## src/hdl/rv32im_instruction_execute_macros.svh

```systemverilog
// Assertion macros for the RV32IM execute block
`ifndef RV32IM_INSTRUCTION_EXECUTE_MACROS_SVH
`define RV32IM_INSTRUCTION_EXECUTE_MACROS_SVH
// assert that a implies b on the same edge
`define RVX_ASSERT_IMPL(lbl, clk, rstn, a, b) \
  lbl: assert property (@(posedge clk) disable iff (!rstn) (a) |-> (b)) \
    else $error("assertion failed");
// assert that a implies b on the following edge
`define RVX_ASSERT_NEXT(lbl, clk, rstn, a, b) \
  lbl: assert property (@(posedge clk) disable iff (!rstn) (a) |=> (b)) \
    else $error("assertion failed");
`endif

```

## src/hdl/rvx_ram.sv

```systemverilog
// Generic single-write, two-read RAM with registered read data
module rvx_ram #(
  parameter int WIDTH = 32,
  parameter int DEPTH = 32
) (
  input  logic                     clk,
  input  logic                     we,
  input  logic [$clog2(DEPTH)-1:0] waddr,
  input  logic [WIDTH-1:0]         wdata,
  input  logic [$clog2(DEPTH)-1:0] raddr_a,
  input  logic [$clog2(DEPTH)-1:0] raddr_b,
  output logic [WIDTH-1:0]         rdata_a,
  output logic [WIDTH-1:0]         rdata_b
);
  logic [WIDTH-1:0] mem [DEPTH];

  always_ff @(posedge clk) begin
    if (we) begin
      mem[waddr] <= wdata;
    end
    rdata_a <= mem[raddr_a];
    rdata_b <= mem[raddr_b];
  end
endmodule

```

## config.mk

```make
export PLATFORM = sky130hd
export DESIGN_NAME = rvx_ram
export DESIGN_NICKNAME = d
export VERILOG_FILES = /design/src/hdl/rv32im_instruction_execute_macros.svh /design/src/hdl/rvx_ram.sv
export SDC_FILE = /design/constraint.sdc
export NUM_CORES = 1
export LEC_CHECK = 0
export BUFFER_PORTS_ARGS = -buffer_cell sky130_fd_sc_hd__buf_2
export CAP_MARGIN = 30
export CORE_MARGIN = 3
export CORE_UTILIZATION = 30
export CTS_CLUSTER_DIAMETER = 30
export DETAILED_ROUTE_END_ITERATION = 6
export PLACE_DENSITY = 0.42
export SYNTH_ARGS = -nofsm -noshare
export SYNTH_HDL_FRONTEND = slang
export SYNTH_SLANG_ARGS = --single-unit
```

## constraint.sdc

```tcl
create_clock -name clk -period 2.5 [get_ports clk]
set_clock_uncertainty 0.1 [all_clocks]
set_input_delay 0 -clock clk [delete_from_list [all_inputs] [get_ports clk]]
set_output_delay 0 -clock clk [all_outputs]
set_load 0.01 [all_outputs]
```

# --- Word-level counts from Yosys, hierarchy flattened ---
# Memory sizes are Yosys's and may differ from the RTL's. A register that Yosys moved wholly into a read port is not among the register bits.
# Index checks and enable logic that the tools add are counted.
# W data, S select, Z words.
classes:
  n_mux: 2
ops:
  columns: ["operator", "n"]
  rows:
  - ["$mux W1", 2]
totals:
  register_bits: 0
  ramBits: 1024
  output_inout_bits: 64
  elab_cells: 3
  mem_count: 1
mem_list:
  columns: ["memory", "words", "word_bits", "rd", "rd_ports_with_merged_regs", "write_ports", "line", "text"]
  rows:
  - ["mem", 32, 32, 2, 2, 1, "rvx_ram.sv:15", "logic [WIDTH-1:0] mem [DEPTH];"]

# --- Depth between registers and ports, before layout ---
# Gate-level depths: netlist (run 1).
logic_depth:
  depth_word: 2
  depth_mapped: 8

# --- Worst setup path after synthesis (run 1) ---
# No wires, ideal clock.
synth_timing:
  kind: "input -> register"
  startpoint: "input port waddr[1]"
  endpoint: "memory mem[12][0] (enable)"
  setup_ps: 421
  arrival_ps: 2013
  t_required_ps: 1979
  setup_slack_ps: -34
  stages: 3
  path_buffers: 1
  path_cell_list: "or3b_2 -> clkbuf_1 -> nor2_1"
synth_lines:
  columns: ["item", "line", "text"]
  rows:
  - ["start, declared", "rvx_ram.sv:8", "input logic [$clog2(DEPTH)-1:0] waddr,"]
  - ["end, declared", "rvx_ram.sv:15", null]
# No word-level cell before the write port.

==> results list, run 1 <==
* P&R area growth vs syn: 29.7%
- Of the synthesized area, sequential elements account for 0.640.
- Summed over all instances, the cell type with the most area after synthesis is edfxtp_1.
* Iteration count of the initial detailed-routing pass: 5
- Number of setup violations in the final report: 0
* Cell types with the highest counts after synthesis: 1024 x edfxtp_1, 1024 x mux2i_1, 195 x nand2_1
- Slack of the worst reg-to-reg path: 0.35 ns
* Arrival @ worst endpoint: 2.96 ns
- The design draws 60.5 mW.
- For this block, the routed nets add up to 188000 µm of wire.
* Number of nets with antenna violations after detailed routing: 0
* Largest cells by area after synthesis: edfxtp_1 61%, mux2i_1 20%, a22oi_1 2.9%
- Number of clock sinks: 1088
- The tightest min-delay check is of the in -> reg type.
* Pin count of the biggest net entering global routing: 60
* Share of synthesized flip-flops with an asynchronous set or reset: 0
- Floorplan die area: 0.172 mm²
- The HPWL after detailed placement is 106000 µm.
* MaxCap Viol Count: 0
- In this run, distinct cell masters in the synthesized netlist total 24.
- Endpoints failing hold: 0
- For this design the ratio of total power to cell area is 932 mW/mm².
- In this run the tool buffered the top-level ports with 112 buffer cells.
- The worst setup path is launched from an input port.
- The longest clock path from root to sink contains 4 buffers.
- Relative slew slack: 0.397
- In this run the clock root is driven by a clkbuf_16.
- Clock-pin slew was measured on the worst setup and hold paths at 0.05 ns.
- Crit Path Max Fanout: 26
- Final net count: 3931
- I/O pin count: 113
- The worst path in the final design needs a cycle of 2.36 ns, including I/O delays and setup.
- The mapped netlist covers 0.0501 mm².
- Most frequently used flop master after synthesis: edfxtp_1
- Derived from the worst setup path, the maximum achievable clock frequency is 423 MHz.
* Number of enable-type register cells in the synthesized netlist: 1024
- Worst slew pin tran: 0.904 ns
- Gate Count Post-Synth: 3450
- Unrepaired setup endpoints after global routing: no
- Result of the run: completed
* Syn_nets: 3499
- The number of antenna violations at the first check in global routing was 11.
- Data required time of the worst path: 3.10 ns
- The worst setup path is captured at a flop.
- Placer's final routability congestion estimate: 0.752
- In this run the horizontal extent of the chip is 415 µm.
* Insertion delay to the later sink of the worst-skew pair: 0.87 ns
* Number of global-route vias before repair: 34400
- The first global-routing pass estimated 263000 µm of wire.
- TritonCTS created 297 clock buffers.
- Die Ht: 415 µm
- Leak Pwr: 24.6 nW
- Core region area: 0.165 mm²
* Post-cts sizing count: 0
* # DRC: 0
- Violation count after the first detailed-route iteration: 2388
- For this run, the share of the core covered by cells in the final layout is 0.393.
- Fraction of final layout cells sized beyond drive strength 1: 0.197
- Warning count from the yosys run: 0
- CP Class: in -> reg
- Of the post-synthesis cell area, the dominant cell type holds 0.614.
- The tightest hold path in the finished design has a slack of 0.0866 ns.
- Tcrit/Tclk final: 0.945
* Total number of H-tree levels: 5
- Across every metal layer, demand over resource in global routing totals 0.215.
* Synthesized area divided by synthesized cell count: 14.5 µm²
* Wire length per cell: 29.9 µm
- After global routing the overflow that remains totals 0.
- Fill cell total of the finished layout: 15400
- The final max-slew violation count is 0.
- Via-to-Cell Ratio: 5.26
- Synthesis inferred 1088 register bits.
- The worst-case IR drop observed on VDD is 703 µV.
- After floorplanning, the core was divided into 149 placement rows.
* TritonCTS clock tree: done
- The initial utilization of the core area, before any placement, comes to 0.303.
- Across all layers, the routed design uses 33100 vias.
-- per-stage QoR --
step / area, µm² / setup slack [ns] / cells / setup TNS, ns
after floorplan: 50100 / -0.0341 / 3450 / -7.79
after global placement: 54700 / 0.342 / 5707 / 0
after detailed placement: 54700 / 0.349 / 5707 / 0
after CTS: 64900 / 0.0667 / 6292 / 0
after global routing: 64900 / 0.0754 / 6291 / 0
final: 64900 / 0.138 / 6293 / 0
-- flip-flops by register name, summed over array words and instances (netlist names) --
signal and cells:
rdata_b 32, rdata_a 32, mem 1024
-- logic make-up after synthesis --
| family | Yosys count | synth area share |
|---|---|---|
| DFF | 1088 | 0.640 |
| muxes | 1024 | 0.205 |
| and+or+nand+nor | 509 | 0.0459 |
| buffers and inverters | 253 | 0.0313 |
| AOI/OAI and AO/OA | 576 | 0.0784 |
-- placed cells by master, fill, tap and decap left out, types with 34 or more instances in the layout --
master / netlist / routed
mux2i_1: 1024 / 1024
edfxtp_1: 1024 / 1024
clkbuf_16: 0 / 300
nand3_1: 194 / 194
nand2_1: 195 / 193
a22oi_1: 192 / 192
a21oi_1: 192 / 192
a22o_1: 128 / 128
buf_4: 47 / 128
buf_2: 70 / 110
buf_12: 0 / 82
nor3_1: 64 / 64
a31oi_1: 64 / 64
dlygate4sd3_1: 0 / 64
dfxtp_1: 64 / 64
clkbuf_1: 86 / 51
clkinv_2: 0 / 44
nor2_4: 0 / 34
-- layout make-up --
class | count | area [µm²] | share of cell area
clock buffers | 360 | 7820 | 0.120
clock inverters | 158 | 1700 | 0.0261
diodes | 3 | 7.51 | 0.000116
flip-flops and latches | 1088 | 32000 | 0.493
multi-input cells | 2109 | 16800 | 0.259
well taps | 2189 | 2740 | 0.0422
repair buffers | 386 | 3820 | 0.0589
-- power breakdown --
part / internal (mW) / total (mW) / switching [mW]
combinational: 1.38 / 3.81 / 2.42
sequential: 20.4 / 20.6 / 0.243
clock: 25.2 / 36.1 / 11.0
total: 46.9 / 60.5 / 13.6
-- routing by layer --
metal / routed length, µm / global-route usage / vias up
met5: 34 / 0 / -
met4: 4770 / 0.0668 / 6
li1: - / - / 14600
met3: 8460 / 0.0384 / 299
met1: 86600 / 0.294 / 17200
met2: 88000 / 0.346 / 942
-- worst paths after layout --
check	cells after the start	from	end
worst max register to register	6	mem[20][11]	rdata_b[11]
worst min-delay path	2	wdata[1]	mem[15][1]
worst max-delay path	9	raddr_a[1]	rdata_a[15]
worst min register to register	4	mem[24][31]	rdata_b[31]
-- critical path: stages --
cell and delay [ns]:
dlygate4sd3_1 0.58, buf_8 0.36, buf_4 0.41, mux2i_1 0.23, nand2_1 0.06, dlygate4sd3_1 0.57
nand3_1 0.06, dlygate4sd3_1 0.55, nand3_1 0.09
-- what timing repair did --
| action | CTS | global route |
|---|---|---|
| endpoints found under the setup margin | 0 | 10 |
| hold endpoints to repair | 1842 | 0 |
| hold buffers | 67 | 0 |
| buffers inserted | 0 | 0 |
No activity file was read; power rests on OpenSTA's default activity.
==> run 2: changes to the inputs <==
- clock period: 2.5 -> 2.1 ns (I/O delays scaled with it)
==> run 2 against run 1 <==
  * Non-clock buffer count grew 85
  * Highest routed layer unchanged
  * Largest power group unchanged
  * Sequential power grew 19%
  * Sequential share of layout area shrank 0.54 points
==> results list, run 2 (same netlist as run 1, synthesis figures left out) <==
* Floorplan die area: 0.172 mm² (unchanged)
* Via-to-Cell Ratio: 5.29 (+0.67%)
- The reported leakage power was 25.0 nW (+1.8%).
- Number of clock sinks: 1088 (unchanged)
* Register clock-pin slew on the reported worst setup and hold paths: 0.04 ns (about the same)
- Launching point of the worst reg2reg path: mem[4][8]
- Number of global-route vias before repair: 34700 (+0.87%)
- The maximum vdd ir drop came to 863 µV (+23%).
- Setup repair after global routing left no endpoint under its margin.
* Die Ht: 415 µm (unchanged)
- The ratio of cells with drive above 1 in the final layout came to 0.209 (+0.0119).
- The sequential cell area in the final layout came to 0.0320 mm² (unchanged).
- Worst Min Path Start: raddr_b[1]
- The flip-flop count of the largest register, all copies and words added is 1024 (unchanged).
- Count of port buffers added during placement: 112 (unchanged)
* CTS buffer count: 285 (-4.0%)
* Max-slew violation count: 0 (unchanged)
- DIE WIDTH: 415 µm (unchanged)
- Iteration count of the initial detailed-routing pass: 5 (unchanged)
- Total routing usage reported by global routing: 0.214 (-0.000790)
* Endpoints failing hold: 0 (unchanged)
- HPWL after detailed placement: 114000 µm (+7.9%)
- The worst-case register-to-register setup slack was 0.07 ns (-0.28 ns).
* Number of setup violations in the final report: 0 (unchanged)
* Area of the multi-input gates: 0.0168 mm² (about the same)
* Placer's final routability congestion estimate: 0.766 (+1.9%)
- The core area was 0.165 mm² (unchanged).
- The sum of negative setup slack was 0 ns (unchanged).
* Startpoint type of the worst setup path: input port
* Tmin final: 2.07 ns
- Arrival @ worst endpoint: 2.70 ns (-0.26 ns)
* # DRC: 0 (unchanged)
- The required time of the critical path is 2.73 ns (-0.37 ns).
* Initial Utilization: 0.303 (unchanged)
- The post-route core utilization was 0.397 (+0.00431).
- The number of maximum-capacitance constraint violations was 0 (unchanged).
- The transition time at the pin with the least slew margin is 0.661 ns (-0.243 ns).
- The register with the most flip-flops in the final layout is mem.
- Final net count: 4004 (+1.9%)
- Static timing analysis puts the maximum clock frequency at 483 MHz.
- Fill cell total of the finished layout: 15400 (+0.091%)
- Post-placement setup slack: 0.0885 ns (-0.260 ns)
- The worst setup path is captured at a flop.
- The clock network latency to the later pin of the worst-skew pair came to 0.87 ns (about the same).
* Result of the run: completed
- The buffer levels on the longest clock path was 4 (unchanged).
- The global-route wire length before repair is 264000 µm (about the same).
- P&R area growth vs syn: 31.1%
- The largest net degree at the start of global routing is 43 (-28%).
- Registers with the most flip-flops: mem x1024, rdata_a x32, rdata_b x32
- The number of I/O pins was 113 (unchanged).
- CP Class: in -> reg
- Total Routed Length: 188000 µm (-0.14%)
- The power per standard cell area was 1080 mW/mm² (+16%).
- Origin of the worst setup path: raddr_a[3]
- Violation count after the first detailed-route iteration: 2548 (+6.7%)
- In this run the clock root is driven by a clkbuf_16.
- Relative slew slack: 0.559 (+0.162)
- The largest driver fanout on the critical path is 7 (-73%).
- Sum of overflow across all layers after global routing: 0 (unchanged)
* TritonCTS clock tree: done
- Number of antenna violations at the first check in global routing: 13 (+2)
- Routed via count: 33600 (+1.7%)
- Of the available clock period, the critical path in the final layout requires 0.985.
- Total number of H-tree levels: 5 (unchanged)
* Worst setup margin: 0.0316 ns (-0.107 ns)
- The per-cell routed wire length came to 29.5 µm (-1.2%).
- HP Class: in -> reg
- Leading cell types in the layout, fill and taps excluded: 1024 x mux2i_1, 1024 x edfxtp_1, 292 x clkbuf_16
* Number of nets with antenna violations after detailed routing: 0 (unchanged)
- The number of cell rows is 149 (unchanged).
-- run 2: power breakdown --
| group | switching [mW] | leakage (nW) | internal, mW |
|---|---|---|---|
| Sequential | 0.269 | 9.76 | 24.2 |
| Clock | 12.5 | 4.48 | 29.0 |
| Combinational | 2.95 | 10.8 | 1.81 |
-- run 2: layout make-up --
class | count | area share
diodes | 4 | 0.000152
clock buffers | 344 | 0.116
repair buffers | 471 | 0.0746
clock inverters | 153 | 0.0237
flip-flops and latches | 1088 | 0.488
multi-input cells | 2109 | 0.256
well taps | 2189 | 0.0417
-- run 2: routing by layer --
metal / vias up / share of wire / global-route usage
li1: 14800 / - / -
met2: 948 / 0.48 / 0.351
met4: 6 / 0.023 / 0.0614
met3: 281 / 0.044 / 0.0332
met5: - / 0.00021 / 0
met1: 17600 / 0.46 / 0.293
-- run 2: path summary, 6_finish.rpt --
check,endpoint,cells past startpoint
hold reg to reg,rdata_a[28],4
hold / removal,rdata_b[12],8
setup / recovery,rdata_a[9],9
setup reg to reg,rdata_b[8],6
-- run 2: metrics by stage --
stage               total power [mW]  instance area [µm²]  cells  hold slack (ns)
floorplan                       27.2                50100   3450         -0.00113
detailed placement              29.5                55800   5789            0.296
global placement                29.6                55800   5789            0.294
finish                          70.7                65600   6358           0.0775
global route                    73.0                65600   6356           0.0918
CTS                             71.5                65600   6355          0.00240
-- run 2: repair_timing --
item,CTS,global route
setup buffers,0,0
endpoints found under the setup margin,0,6
hold buffers,69,0
hold endpoints to repair,1867,0
resized for setup,0,1
-- run 2: critical path, stage by stage --
cell	delay, ns
dlygate4sd3_1	0.53
buf_2	0.15
buf_4	0.15
nand2_4	0.05
dlygate4sd3_1	0.97
a21oi_1	0.08
nand3_1	0.12
dlygate4sd3_1	0.56
nand3_1	0.08
