**config.mk**
```make
export PLATFORM = sky130hd
export DESIGN_NAME = rvx_div
export DESIGN_NICKNAME = d
export VERILOG_FILES = /design/src/hdl/rv32im_instruction_execute_macros.svh /design/src/hdl/rvx_pkg.sv /design/src/hdl/rvx_div.sv
export SDC_FILE = /design/constraint.sdc
export NUM_CORES = 1
export LEC_CHECK = 0
export ABC_AREA = 1
export BUFFER_PORTS_ARGS = -buffer_cell sky130_fd_sc_hd__clkbuf_2
export CAP_MARGIN = 15
export CORE_UTILIZATION = 65
export CTS_BUF_LIST = sky130_fd_sc_hd__clkbuf_16
export CTS_CLUSTER_SIZE = 28
export DETAILED_ROUTE_END_ITERATION = 7
export GPL_ROUTABILITY_DRIVEN = 0
export PLACE_DENSITY = 0.82
export SLEW_MARGIN = 20
export SYNTH_ARGS = -nofsm -noshare
export SYNTH_HDL_FRONTEND = slang
export SYNTH_SLANG_ARGS = --single-unit
```
**constraint.sdc**
```tcl
create_clock -name clk -period 5.6 [get_ports clk]
set_input_delay 0 -clock clk [delete_from_list [all_inputs] [get_ports clk]]
set_output_delay 0 -clock clk [all_outputs]
set_load 0.01 [all_outputs]
```
**src/hdl/rv32im_instruction_execute_macros.svh**
```systemverilog
// Assertion macros for the RV32IM execute block
`ifndef RV32IM_INSTRUCTION_EXECUTE_MACROS_SVH
`define RV32IM_INSTRUCTION_EXECUTE_MACROS_SVH
// assert that a implies b on the same edge
`define RVX_ASSERT_IMPL(lbl, clk, rstn, a, b) \
  lbl: assert property (@(posedge clk) disable iff (!rstn) (a) |-> (b)) \
    else $error("assertion failed");
// assert that a implies b on the following edge
`define RVX_ASSERT_NEXT(lbl, clk, rstn, a, b) \
  lbl: assert property (@(posedge clk) disable iff (!rstn) (a) |=> (b)) \
    else $error("assertion failed");
`endif

```
**src/hdl/rvx_pkg.sv**
```systemverilog
// Shared types and constants for the RV32IM execute block
package rvx_pkg;
  localparam int REG_COUNT = 32;
  localparam int XLEN = 32;
  localparam int RIDX_W = 5;

  localparam logic [3:0] ST_OK = 4'd0;
  localparam logic [3:0] ST_ILLEGAL = 4'd1;
  localparam logic [3:0] ST_LOAD_MIS = 4'd2;
  localparam logic [3:0] ST_STORE_MIS = 4'd3;
  localparam logic [3:0] ST_JUMP_MIS = 4'd4;
  localparam logic [3:0] ST_ECALL = 4'd5;
  localparam logic [3:0] ST_EBREAK = 4'd6;
  localparam logic [3:0] ST_SYSTEM = 4'd7;
  localparam logic [3:0] ST_HALT = 4'd8;
  localparam logic [3:0] ST_LOAD_PEND = 4'd9;

  localparam logic [6:0] OP_LUI = 7'h37;
  localparam logic [6:0] OP_AUIPC = 7'h17;
  localparam logic [6:0] OP_LOAD = 7'h03;
  localparam logic [6:0] OP_STORE = 7'h23;
  localparam logic [6:0] OP_IMM = 7'h13;
  localparam logic [6:0] OP_REG = 7'h33;
  localparam logic [6:0] OP_BRANCH = 7'h63;
  localparam logic [6:0] OP_JAL = 7'h6f;
  localparam logic [6:0] OP_JALR = 7'h67;
  localparam logic [6:0] OP_FENCE = 7'h0f;
  localparam logic [6:0] OP_SYSTEM = 7'h73;
  localparam logic [6:0] OP_HALT = 7'h6b;

  localparam logic [0:0] ACT_EXEC = 1'b0;
  localparam logic [0:0] ACT_LOAD = 1'b1;

  localparam logic [31:0] UIMM_MASK = 32'hfffff000;

  typedef enum logic [2:0] {
    S_IDLE, S_READ, S_EXEC, S_DIV, S_WRITE, S_OUT
  } state_t;

  typedef struct packed {
    logic [31:0] current_pc;
    logic [31:0] next_pc;
    logic [3:0]  status;
    logic [31:0] trap_value;
    logic        mem_read;
    logic        mem_write;
    logic [1:0]  mem_size;
    logic [31:0] mem_address;
    logic [31:0] store_data;
    logic        write_enable;
    logic [4:0]  write_index;
    logic [31:0] write_value;
  } result_t;

  typedef struct packed {
    logic        start;
    logic        signed_op;
    logic        rem;
    logic [31:0] a;
    logic [31:0] b;
  } div_req_t;

  typedef struct packed {
    logic        done;
    logic [31:0] value;
  } div_rsp_t;
endpackage

```
**src/hdl/rvx_div.sv**
```systemverilog
// Radix-2 restoring divider for DIV, DIVU, REM and REMU
module rvx_div (
  input  logic              clk,
  input  logic              rst_n,
  input  rvx_pkg::div_req_t req,
  output rvx_pkg::div_rsp_t rsp
);
  logic [5:0]  cnt_r, cnt_nxt;
  logic        busy_r, busy_nxt;
  logic [31:0] quo_r, quo_nxt;
  logic [31:0] rem_r, rem_nxt;
  logic [31:0] den_r, den_nxt;
  logic        negq_r, negq_nxt;
  logic        negr_r, negr_nxt;
  logic        isrem_r, isrem_nxt;
  logic [32:0] trial;
  logic [31:0] ua, ub;

  always_comb begin
    ua = (req.signed_op && req.a[31]) ? (32'd0 - req.a) : req.a;
    ub = (req.signed_op && req.b[31]) ? (32'd0 - req.b) : req.b;
    trial = {rem_r, quo_r[31]} - {1'b0, den_r};
    cnt_nxt = cnt_r;
    busy_nxt = busy_r;
    quo_nxt = quo_r;
    rem_nxt = rem_r;
    den_nxt = den_r;
    negq_nxt = negq_r;
    negr_nxt = negr_r;
    isrem_nxt = isrem_r;
    rsp.done = 1'b0;
    rsp.value = 32'd0;
    if (req.start) begin
      busy_nxt = 1'b1;
      cnt_nxt = 6'd0;
      quo_nxt = ua;
      rem_nxt = 32'd0;
      den_nxt = ub;
      negq_nxt = req.signed_op && (req.a[31] != req.b[31]);
      negr_nxt = req.signed_op && req.a[31];
      isrem_nxt = req.rem;
    end else if (busy_r) begin
      if (cnt_r == 6'd32) begin
        busy_nxt = 1'b0;
        rsp.done = 1'b1;
        if (isrem_r) begin
          rsp.value = negr_r ? (32'd0 - rem_r) : rem_r;
        end else begin
          rsp.value = negq_r ? (32'd0 - quo_r) : quo_r;
        end
      end else begin
        cnt_nxt = cnt_r + 6'd1;
        if (!trial[32]) begin
          rem_nxt = trial[31:0];
          quo_nxt = {quo_r[30:0], 1'b1};
        end else begin
          rem_nxt = {rem_r[30:0], quo_r[31]};
          quo_nxt = {quo_r[30:0], 1'b0};
        end
      end
    end
  end

  always_ff @(posedge clk) begin
    if (!rst_n) begin
      busy_r <= 1'b0;
      cnt_r <= 6'd0;
    end else begin
      busy_r <= busy_nxt;
      cnt_r <= cnt_nxt;
    end
    quo_r <= quo_nxt;
    rem_r <= rem_nxt;
    den_r <= den_nxt;
    negq_r <= negq_nxt;
    negr_r <= negr_nxt;
    isrem_r <= isrem_nxt;
  end
endmodule

```
[Word level (Yosys, flattened, before mapping)]
Cells that the tools add are included.
Word-level totals
  logic and storage cells: 42
  memories: 0
  output and inout bits: 33
  ROM bits: 0
  bits in writable memories: 0
  input bits: 69
  register bits after elaboration: 106
  bits in latches: 0
Operators by class
  shift-type cells: 0
  muxes and demuxes: 16
  reductions and logical operators: 7
  multiply operators: 0
  bitwise gates (word level): 2
  add/sub/neg operators: 6
  eq/ne operators: 3
  divide/modulo/power cells: 0
  $lt $le $gt $ge: 0
Operators with widths (number)
  32-bit 2-to-1 mux: 9
  1-bit by 32-bit subtractor with 32-bit output (first input constant): 4
  33-bit 2-to-1 mux: 3
  33-bit by 32-bit subtractor with 33-bit output: 1
  6-bit by 1-bit adder with 6-bit output (second input constant): 1
  6-bit equality test (second input constant): 1
  1-bit 2-to-1 mux: 4
  2-bit AND reduction: 2
  1-bit logical AND: 3
  2-bit != test (second input constant): 1
  1-bit inverter: 2
  2-bit nonzero test: 1
  2-bit OR reduction: 1
  1-bit != test: 1

[Longest topological paths before layout]
Gate-level depths: netlist of run 1.
  depth in word-level cells: 6
  gate-level depth with buffers: 18
  gate-level depth less buffers: 17

[Least setup slack after synthesis of run 1]
Ideal clock, no wire load.
  path type: reg2reg
  from: register cnt_r[0]
  to: register quo_r[0] (enable)
  path slack: 3.098 ns
  arrival time: 2.115 ns
  required time: 5.213 ns
  path buffers: 1
  library setup time: 0.387 ns
  cell stages (with the launch flop): 8
  clock period less this slack: 2.502 ns
  path through: dfxtp_1 -> inv_1 -> ha_1 -> and3_1 -> nor2_1 -> nor2_1 -> buf_2 -> inv_1
On the way
  word-level cells in the longest chain between the ends: 3
RTL lines
  start: declaration: line rvx_div.sv:8  | logic [5:0] cnt_r, cnt_nxt;
  start signal: assignment: line rvx_div.sv:70  | cnt_r <= cnt_nxt;
  6-bit equality test: line rvx_div.sv:43  | if (cnt_r == 6'd32) begin
  2-bit != test (no line)
  2-bit AND reduction (no line)
  end signal: assignment: line rvx_div.sv:72  | quo_r <= quo_nxt;
  end: declaration: line rvx_div.sv:10  | logic [31:0] quo_r, quo_nxt;
Every way passes these cells.
A chain may end at the register's enable or synchronous reset.

==> results of run 1 <==
-- final cells by class --
cell class,count,area (µm²),share of cell area
Multi-Input combinational cell,1342,6580,0.553
Sequential cell,106,2790,0.235
Inverter,331,1240,0.104
Timing Repair Buffer,124,718,0.0604
Tap cell,216,270,0.0227
Clock buffer,9,225,0.0189
Clock inverter,7,61.3,0.00516
-- metal layers --
layer / routed length, µm / track usage
met1: 13700 / 0.510
met2: 13900 / 0.585
met3: 2480 / 0.0423
met4: 732 / 0.118
met5: 0 / 0
-- how the worst max path moves through the flow --
stage	slack (ns)	endpoint	depth (start not counted)	startpoint
floorplan	3.10	quo_r[0]	7	cnt_r[0]
global placement	3.05	rem_r[3]	17	quo_r[31]
detailed placement	2.95	rem_r[4]	17	quo_r[31]
CTS	2.92	rem_r[4]	17	quo_r[31]
global route	2.64	rsp[31]	11	quo_r[8]
finish	2.82	rsp[20]	13	quo_r[0]
-- cell families after synthesis --
logic type,synth area share
AND/OR/NAND/NOR,0.408
buffers and inverters,0.133
AO/OA/AOI/OAI,0.102
flip-flops,0.258
XOR/XNOR,0.0519
adder cells (fa/ha/maj),0.0459
-- placed cells by master (no fill, tap or decap), drive strengths merged --
master       Yosys  routed
nand2          600     600
inv            329     332
nor2           199     199
nand3          142     142
o21ai          111     111
clkbuf          28     110
edfxtp          67      67
a21oi           65      65
xor2            57      57
nor3            43      43
dfxtp           39      39
ha              38      38
nand4           23      23
dlygate4sd3      0      16
a31oi            9       9
or2              8       8
xnor2            7       7
buf             14       7
and2             6       6
nand3b           5       5
clkinv           2       5
nor4             4       4
o31ai            4       4
a21o             3       3
a211oi           3       3
a311oi           3       3
and3             2       2
o21bai           2       2
nor3b            1       1
o41ai            1       1
o211ai           1       1
o22ai            1       1
a221oi           1       1
a22oi            1       1
o21a             1       1
fa               1       1
clkinvlp         0       1
-- worst max-delay path: cells and delay by family, from the launching register on --
family	cells	cell delay [ns]
buf+inv	3	0.38
simple gates	8	0.99
fa+ha+maj	1	0.20
flops	1	0.45
compound gates	1	0.40
-- through the flow --
step	hold slack (ns)	area [µm²]	total power [mW]	setup WS, ns	instances
4_1_cts	0.00250	11900	2.12	2.92	2135
2_1_floorplan	0.0989	10800	1.32	3.10	1821
3_5_place_dp	0.180	11400	1.48	2.95	2103
3_3_place_gp	0.181	11400	1.47	3.05	2103
6_report	0.00547	11900	2.14	2.82	2135
5_1_grt	0.00340	11900	2.23	2.64	2135
-- sequential cells by signal, indices dropped and copies added (netlist names) --
register and count:
cnt_r 6, isrem_r 1, rem_r 32, busy_r 1, quo_r 32, negq_r 1
negr_r 1, den_r 32
-- where the power goes --
part | internal, mW | total [mW] | leakage, nW | switching (mW)
logic | 0.175 | 0.544 | 5.24 | 0.369
clock network | 0.311 | 0.641 | 0.139 | 0.330
registers | 0.901 | 0.950 | 0.984 | 0.0487
-- timing repair --
item,4_1_cts,5_1_grt
hold endpoints to repair,16,0
buffers inserted,0,0
hold buffers,16,0
==> reports/results.tsv, run 1 <==
stage	metric	value	unit
worst_hold_path	worst hold stages	2	
floorplan	CORE AREA	16100	µm²
setup_path	Critical Path Sink Type	output port	
grt	grt ovf	0	
setup_path	Setup CP Type	reg -> out	
floorplan	initial cell density of the core	0.673	
drt	1st-iter DRT viols	1213	
setup_path	FF-to-FF End	quo_r[0]	
layout	share of cells above drive strength 1	0.0980	
synthesis	sequential share of the synthesized area	0.258	
clock_network	CTS tree	yes	
worst_hold_path	Hold EP	den_r[12]	
synthesis	top post-synthesis cells by area	nand2_1 (20%), edfxtp_1 (19%), inv_1 (11%), dfxtp_1 (7.2%), nor2_1 (6.8%)	
timing	Hold Fails Final Rpt	0	
outcome	outcome	finished, final reports clean	
grt	number of global-route vias before repair	10000	
setup_path	Critical Path Source Type	flip-flop	
clock_network	Max Root-Sink Buffers	2	
timing	period utilization	0.497	
timing	Tmin final	2.78	ns
power_and_ir_drop	Leak Pwr	6.37	nW
layout	fillers	1433	
synthesis	most numerous cell in the Yosys netlist	nand2_1	
synthesis	Async SR Flop Fraction	0	
floorplan	Die Wd	131	µm
floorplan	area of the die	17100	µm²
grt	first-pass GRT wire length	48.1	mm
clock_network	# H-tree levels	3	
layout	Layout area overhead	10.1	%
timing	max_slew headroom	0.338	
grt	initial antenna violation count	0	
clock_network	Reg clk slew, reported paths	0.08	ns
synthesis	Mean Syn Cell Area	5.93	µm²
drt	drt total wl	30.8	mm
setup_path	reg2reg setup slack	2.87	ns
timing	FMAX	359	MHz
layout	n_diodes	0	
power_and_ir_drop	PD cells	180	nW/µm²
flow_run	Max Cap Violations	0	
floorplan	row cnt	46	
setup_path	CP Cell Sequence	inv_1, ha_1, nand2_1, nor2_1, nand2_1, inv_1, nand3_1, o21ai_0, nand2_1, nand3_1, nand2_1, nor2_1, clkbuf_2	
synthesis	cell accounting for the most synthesized area	nand2_1	
drt	Via Count	11700	
setup_path	Crit Reg-Reg Startpoint	quo_r[31]	
grt	largest net degree at the start of global routing	56	
synthesis	mapped cell area	10800	µm²
timing	# setup viols final	0	
timing	Slew @ Worst Pin	0.992	ns
synthesis	Yosys reg bits	106	
synthesis	Synth Instances	1821	
setup_path	R2R cell count	15	
synthesis	synth cell count leaders	nand2_1 (569), inv_1 (321), nor2_1 (195)	
synthesis	Yosys top cell area share	0.198	
setup_path	Critical Path RT	5.60	ns
layout	final core utilization	0.741	
synthesis	synth warn	0	
placement	HPWL Detailed	23.7	mm
setup_path	max incr delay on CP	0.45	ns
drt	post-route ant nets	0	
setup_path	CP max stage cell	edfxtp_1	
timing	final-report max-slew violation count	0	
clock_network	TritonCTS buffer count	9	
clock_network	clk_lat worst skew	0.37	ns
floorplan	DIE HEIGHT	131	µm
placement	port buffer count	101	
grt	global-route usage over all layers	0.364	
timing	RSZ-0062 raised after global routing	no	
timing	setup TNS	0	ns
timing	Final Skew	0.00867	ns
drt	DR pass1 iterations	6	
clock_network	CTS sink count	106	
setup_path	Max FO, Critical Path	4	
worst_hold_path	Worst Hold Launch	req[12]	
power_and_ir_drop	VDD IR-drop max	150	µV
setup_path	cell mode on critical path	nand2_1	
synthesis	synthesized net count	1929	
synthesis	number of synthesized flops with an enable pin	67	
synthesis	prevailing post-synth register cell	edfxtp_1	
drt	vias per cell	5.50	
floorplan	I/O pins	102	
clock_network	clk root buf	clkbuf_16	
setup_path	crit path DAT	2.78	ns
worst_hold_path	worst hold-check path type	in -> reg	
synthesis	post-synth cell types	50	
drt	# DRC	0	
layout	layout net count	2022	
drt	Routed WL per cell	14.4	µm
clock_network	post-CTS sizing	0	
Power figures use the tool's default switching activity.
==> inputs of run 2 (changes only) <==
ABC_AREA = 0   (was 1)
CORE_UTILIZATION = 55   (was 65)
PLACE_DENSITY = 0.75   (was 0.82)
clock period = 2.4 ns   (was 5.6 ns; I/O delays follow)
==> reports/results.tsv, run 2 <==
stage	metric	value	unit
grt	initial antenna violation count	0	
grt	met3 Resource Use GR	0.0562	
outcome	outcome	complete, but fails checks	
timing	final-report max-slew violation count	0	
placement	DP Worst Slack	-0.614	ns
synthesis	sequential share of the synthesized area	0.306	
placement	port buffer count	101	
setup_path	reg2reg setup slack	-0.67	ns
drt	Routed WL per cell	19.9	µm
timing	period utilization	1.36	
synthesis	adder-cell share of the synthesized area	0.0543	
clock_network	TritonCTS buffer count	9	
synthesis	mapped cell area	9120	µm²
drt	1st-iter DRT viols	1049	
timing	max_slew headroom	0.331	
layout	sequential cell area	2810	µm²
setup_path	CP max stage cell	or4_4	
synthesis	largest family of logic cells by synthesized area	compound AO/OA/AOI/OAI gates	
synthesis	Synth Instances	1124	
clock_network	clk_lat worst skew	0.38	ns
synthesis	Simple-Gate Fraction of Synth Area	0.210	
timing	Hold Fails Final Rpt	0	
outcome	failing checks	negative setup slack	
floorplan	row cnt	46	
synthesis	post-synth cell types	69	
clock_network	CTS tree	yes	
timing	Tmin final	3.27	ns
clock_network	# H-tree levels	3	
synthesis	Synth Area in XOR/XNOR	0.137	
layout	final core utilization	0.832	
setup_path	Setup crit start	rem_r[0]	
power_and_ir_drop	switching share of power	0.313	
layout	layout net count	1587	
layout	Largest regs	den_r x32, quo_r x32, rem_r x32	
power_and_ir_drop	Int Power	3.75	mW
drt	vias per cell	6.44	
timing	Slew @ Worst Pin	1.00	ns
worst_hold_path	worst hold-check path type	in -> reg	
setup_path	Critical Path RT	2.40	ns
layout	most common cell after layout, fill and taps aside	buf_4	
setup_path	Max FO, Critical Path	3	
grt	global-route usage over all layers	0.358	
timing	RSZ-0062 raised after global routing	yes	
synthesis	mux cell area share after synthesis	0.00919	
synthesis	Mean Syn Cell Area	8.12	µm²
grt	number of global-route vias before repair	9817	
layout	Multi-input gate area	6700	µm²
power_and_ir_drop	Logic pwr share	0.298	
grt	met2 global-route usage	0.615	
timing	Final Skew	0.0140	ns
grt	GR peak layer	met2	
synthesis	cell accounting for the most synthesized area	edfxtp_1	
synthesis	Yosys top cell area share	0.221	
grt	first-pass GRT wire length	47.3	mm
setup_path	Critical Path Source Type	flip-flop	
worst_hold_path	Worst Hold Launch	req[16]	
timing	# setup viols final	60	
synthesis	Compound-Gate Fraction of Synth Area	0.236	
drt	post-route ant nets	0	
synthesis	Async SR Flop Fraction	0	
floorplan	I/O pins	102	
synthesis	synth warn	0	
grt	largest net degree at the start of global routing	66	
drt	# DRC	0	
power_and_ir_drop	VDD IR-drop max	357	µV
setup_path	cell mode on critical path	or4_4	
setup_path	crit path DAT	3.27	ns
synthesis	Yosys reg bits	106	
power_and_ir_drop	sw power	1.71	mW
setup_path	Critical Path End	rsp[17]	
clock_network	CTS sink count	106	
drt	drt total wl	33.7	mm
timing	worst setup margin	-0.867	ns
setup_path	max incr delay on CP	0.53	ns
synthesis	synth cell count leaders	nor2_1 (115), nand2_1 (111), a21oi_1 (94)	
floorplan	DIE HEIGHT	131	µm
floorplan	area of the die	17100	µm²
synthesis	prevailing post-synth register cell	edfxtp_1	
clock_network	clk root buf	clkbuf_16	
layout	fillers	859	
layout	most frequent cells in the layout	buf_4 (237), nor2_1 (113), nand2_1 (103), a21oi_1 (85), clkbuf_2 (80)	
timing	final hold slack	0.00255	ns
floorplan	CORE AREA	16100	µm²
clock_network	Max Root-Sink Buffers	2	
synthesis	most numerous cell in the Yosys netlist	nor2_1	
clock_network	Reg clk slew, reported paths	0.07	ns
setup_path	CP Cell Sequence	or4_4, or4_4, or2_4, or4_4, o41ai_4, xor2_1, a211oi_2, buf_2	
synthesis	synthesized net count	1232	
power_and_ir_drop	clock power share	0.300	
timing	setup TNS	-34.28	ns
drt	DR pass1 iterations	8	
floorplan	Die Wd	131	µm
setup_path	R2R cell count	12	
setup_path	Critical Path Sink Type	output port	
power_and_ir_drop	part of the power in registers	0.402	
synthesis	number of synthesized flops with an enable pin	67	
power_and_ir_drop	PD cells	409	nW/µm²
grt	grt ovf	0	
flow_run	Max Cap Violations	0	
layout	n_diodes	0	
layout	share of cells above drive strength 1	0.363	
setup_path	Crit Reg-Reg Startpoint	den_r[0]	
layout	Layout area overhead	46.5	%
synthesis	top post-synthesis cells by area	edfxtp_1 (22%), dfxtp_1 (8.6%), xor2_1 (7.2%), xnor2_1 (6.5%), ha_1 (5.2%)	
timing	FMAX	306	MHz
power_and_ir_drop	Leak Pwr	5.67	nW
grt	met1 usage	0.421	
drt	Via Count	10900	
setup_path	FF-to-FF End	rem_r[0]	
power_and_ir_drop	power consumption	5.46	mW
floorplan	initial cell density of the core	0.568	
placement	HPWL Detailed	20.0	mm
setup_path	Setup CP Type	reg -> out	
[run 2: cell count changes after synthesis, moves of 24 or more]
cell	previous run	this run
nor2_1	195	115
a211oi_1	3	27
nand2_1	569	111
inv_1	321	56
a21oi_1	64	94
nand2_2	26	0
o21ai_0	94	63
o31ai_1	4	30
nand3_1	134	17
xnor2_1	7	68
[run 2: stage by stage]
stage	cell area, µm²	instances
floorplan	9460	1124
global placement	11700	1611
detailed placement	11700	1611
CTS	13000	1677
global route	13400	1699
finish	13400	1699
[run 2: timing repair]
| action | CTS | global route |
|---|---|---|
| cloned | 6 | 0 |
| endpoints found under the hold margin | 25 | 0 |
| setup buffers | 21 | 25 |
| endpoints found under the setup margin | 58 | 70 |
| resized for setup | 100 | 70 |
| hold buffers | 25 | 0 |
| pin swaps | 53 | 42 |
[run 2: cells by family after synthesis]
kind of cell               Yosys count
xor gates and xnor gates           143
muxes                                8
AOI/OAI and AO/OA                  325
adders and majority gates           39
and+or+nand+nor                    389
buffers and inverters              114
DFF                                106
[run 2: how the worst min path moves through the flow]
stage                      to  cells past startpoint
floorplan            den_r[0]                      0
global placement      isrem_r                      1
detailed placement    isrem_r                      1
CTS                 den_r[16]                      2
global route        den_r[16]                      2
finish              den_r[16]                      2
[run 2: area by class of cell]
type,instances,area share
multi-input cells,906,0.501
repair buffers,400,0.230
flip-flops and latches,106,0.210
well taps,216,0.0202
clock buffers,9,0.0168
inverters,56,0.0164
clock inverters,6,0.00608
[run 2: routing by layer]
| layer | vias up | share of wire |
|---|---|---|
| li1 | 4833 | - |
| met1 | 5111 | 0.36 |
| met2 | 710 | 0.48 |
| met3 | 286 | 0.080 |
| met4 | 0 | 0.076 |
| met5 | - | 0 |
[run 2: power groups by stage]
stage | Combinational [mW] | Sequential (mW) | Clock [mW]
floorplan | 0.819 | 2.21 | 0
detailed placement | 1.34 | 2.22 | 0
finish | 1.63 | 2.20 | 1.64
global route | 1.74 | 2.21 | 1.71
CTS | 1.45 | 2.19 | 1.61
global placement | 1.31 | 2.21 | 0
[run 2: worst max-delay path, delay by kind of cell (launching register included)]
family | cells | cell delay [ns]
DFF | 1 | 0.36
AOI/OAI and AO/OA | 2 | 0.52
xor gates and xnor gates | 1 | 0.13
and+or+nand+nor | 4 | 1.71
buffers and inverters | 1 | 0.18
==> inputs of run 3 (changes only) <==
MAX_ROUTING_LAYER = met4   (was not set)
==> reports/results.tsv, run 3 (synthesis gave the netlist of run 2 again) <==
stage	metric	value	unit
setup_path	R2R cell count	13	
flow_run	Max Cap Violations	0	
grt	largest net degree at the start of global routing	66	
grt	global-route usage over all layers	0.368	
drt	Via Count	10700	
floorplan	initial cell density of the core	0.568	
timing	RSZ-0062 raised after global routing	yes	
floorplan	area of the die	17100	µm²
timing	Hold Fails Final Rpt	1	
grt	first-pass GRT wire length	47.1	mm
setup_path	Max FO, Critical Path	3	
floorplan	I/O pins	102	
drt	vias per cell	6.33	
placement	Placed Area	11700	µm²
drt	post-route ant nets	0	
floorplan	Die Wd	131	µm
worst_hold_path	worst hold stages	2	
setup_path	Critical Path Source Type	flip-flop	
clock_network	Reg clk slew, reported paths	0.07	ns
layout	most frequent cells in the layout	buf_4 (239), nor2_1 (113), nand2_1 (103), a21oi_1 (85), clkbuf_2 (80)	
timing	max_slew headroom	0.365	
setup_path	CP Cell Sequence	or4_4, or4_4, or2_4, or4_4, o41ai_4, xor2_1, a211oi_2, buf_2	
floorplan	row cnt	46	
timing	Final Skew	0.0171	ns
drt	drt total wl	33.3	mm
worst_hold_path	worst hold-check path type	in -> reg	
clock_network	clk root buf	clkbuf_16	
timing	Slew @ Worst Pin	0.952	ns
setup_path	Buffers & Inverters on Critical Path	1	
layout	Layout area overhead	46.3	%
setup_path	CP Depth	8	
setup_path	largest delay contributor family on the critical path	simple AND/OR/NAND/NOR gates	
placement	port buffer count	101	
clock_network	clk_lat worst skew	0.38	ns
layout	share of cells above drive strength 1	0.364	
timing	final-report max-slew violation count	0	
drt	# DRC	0	
clock_network	CTS sink count	106	
drt	1st-iter DRT viols	1046	
floorplan	DIE HEIGHT	131	µm
power_and_ir_drop	VDD IR-drop max	348	µV
layout	layout net count	1585	
timing	Tmin final	3.29	ns
grt	initial antenna violation count	0	
clock_network	TritonCTS buffer count	9	
clock_network	CTS tree	yes	
setup_path	CP max stage cell	or4_4	
drt	Routed WL per cell	19.6	µm
layout	Largest regs	den_r x32, quo_r x32, rem_r x32	
timing	final hold slack	-0.00347	ns
setup_path	crit path DAT	3.29	ns
outcome	outcome	complete, but fails checks	
grt	grt ovf	0	
floorplan	CORE AREA	16100	µm²
setup_path	Critical Path RT	2.40	ns
layout	n_diodes	0	
setup_path	cell mode on critical path	or4_4	
power_and_ir_drop	Leak Pwr	5.66	nW
timing	setup TNS	-33.99	ns
clock_network	Max Root-Sink Buffers	2	
setup_path	Setup CP Type	reg -> out	
placement	HPWL Detailed	20.0	mm
layout	fin area	13400	µm²
layout	fillers	883	
power_and_ir_drop	PD cells	410	nW/µm²
timing	worst setup margin	-0.887	ns
grt	number of global-route vias before repair	9792	
outcome	failing checks	negative hold slack, negative setup slack	
timing	FMAX	304	MHz
clock_network	# H-tree levels	3	
setup_path	Critical Path Sink Type	output port	
layout	most common cell after layout, fill and taps aside	buf_4	
drt	DR pass1 iterations	6	
setup_path	max incr delay on CP	0.54	ns
power_and_ir_drop	power consumption	5.48	mW
timing	# setup viols final	59	
timing	period utilization	1.37	
run 3: where the power goes:
part / total (mW) / switching, mW / internal, mW
Sequential: 2.19 / 0.0961 / 2.10
Clock: 1.67 / 0.763 / 0.905
Combinational: 1.61 / 0.862 / 0.752
run 3: path summary, 6_finish.rpt:
| check | from | endpoint | slack [ns] |
|---|---|---|---|
| max reg2reg | den_r[7] | rem_r[17] | -0.69 |
| min reg2reg | cnt_r[5] | cnt_r[5] | 0.51 |
| min | req[16] | den_r[16] | -0.003 |
| max | rem_r[0] | rsp[17] | -0.89 |
run 3: layout make-up:
cell class / count / area (µm²) / share of cell area
inverters: 56 / 219 / 0.0164
flip-flops and latches: 106 / 2810 / 0.210
clock inverters: 6 / 81.3 / 0.00609
multi-input cells: 906 / 6720 / 0.503
repair buffers: 398 / 3030 / 0.227
well taps: 216 / 270 / 0.0202
clock buffers: 9 / 225 / 0.0169
run 3: per-layer routing:
metal,wire length [µm],track usage
met1,12200,0.420
met3,2630,0.0562
met2,16300,0.615
met5,0,-
met4,2160,0.216
run 3: timing repair:
item                                    4_1_cts  5_1_grt
gates cloned                                  6        0
resized for setup                           100       74
pin swaps                                    53       42
hold buffers                                 25        0
hold endpoints to repair                     25        0
buffers inserted                             21       23
endpoints found under the setup margin       58       70
run 3: stage by stage:
stage | cells | worst slack [ns] | util
6_report | 1697 | -0.887 | 0.831
3_5_place_dp | 1611 | -0.614 | 0.730
5_1_grt | 1697 | -0.938 | 0.831
3_3_place_gp | 1611 | -0.487 | 0.730
2_1_floorplan | 1124 | -0.443 | -
4_1_cts | 1677 | -0.827 | 0.807
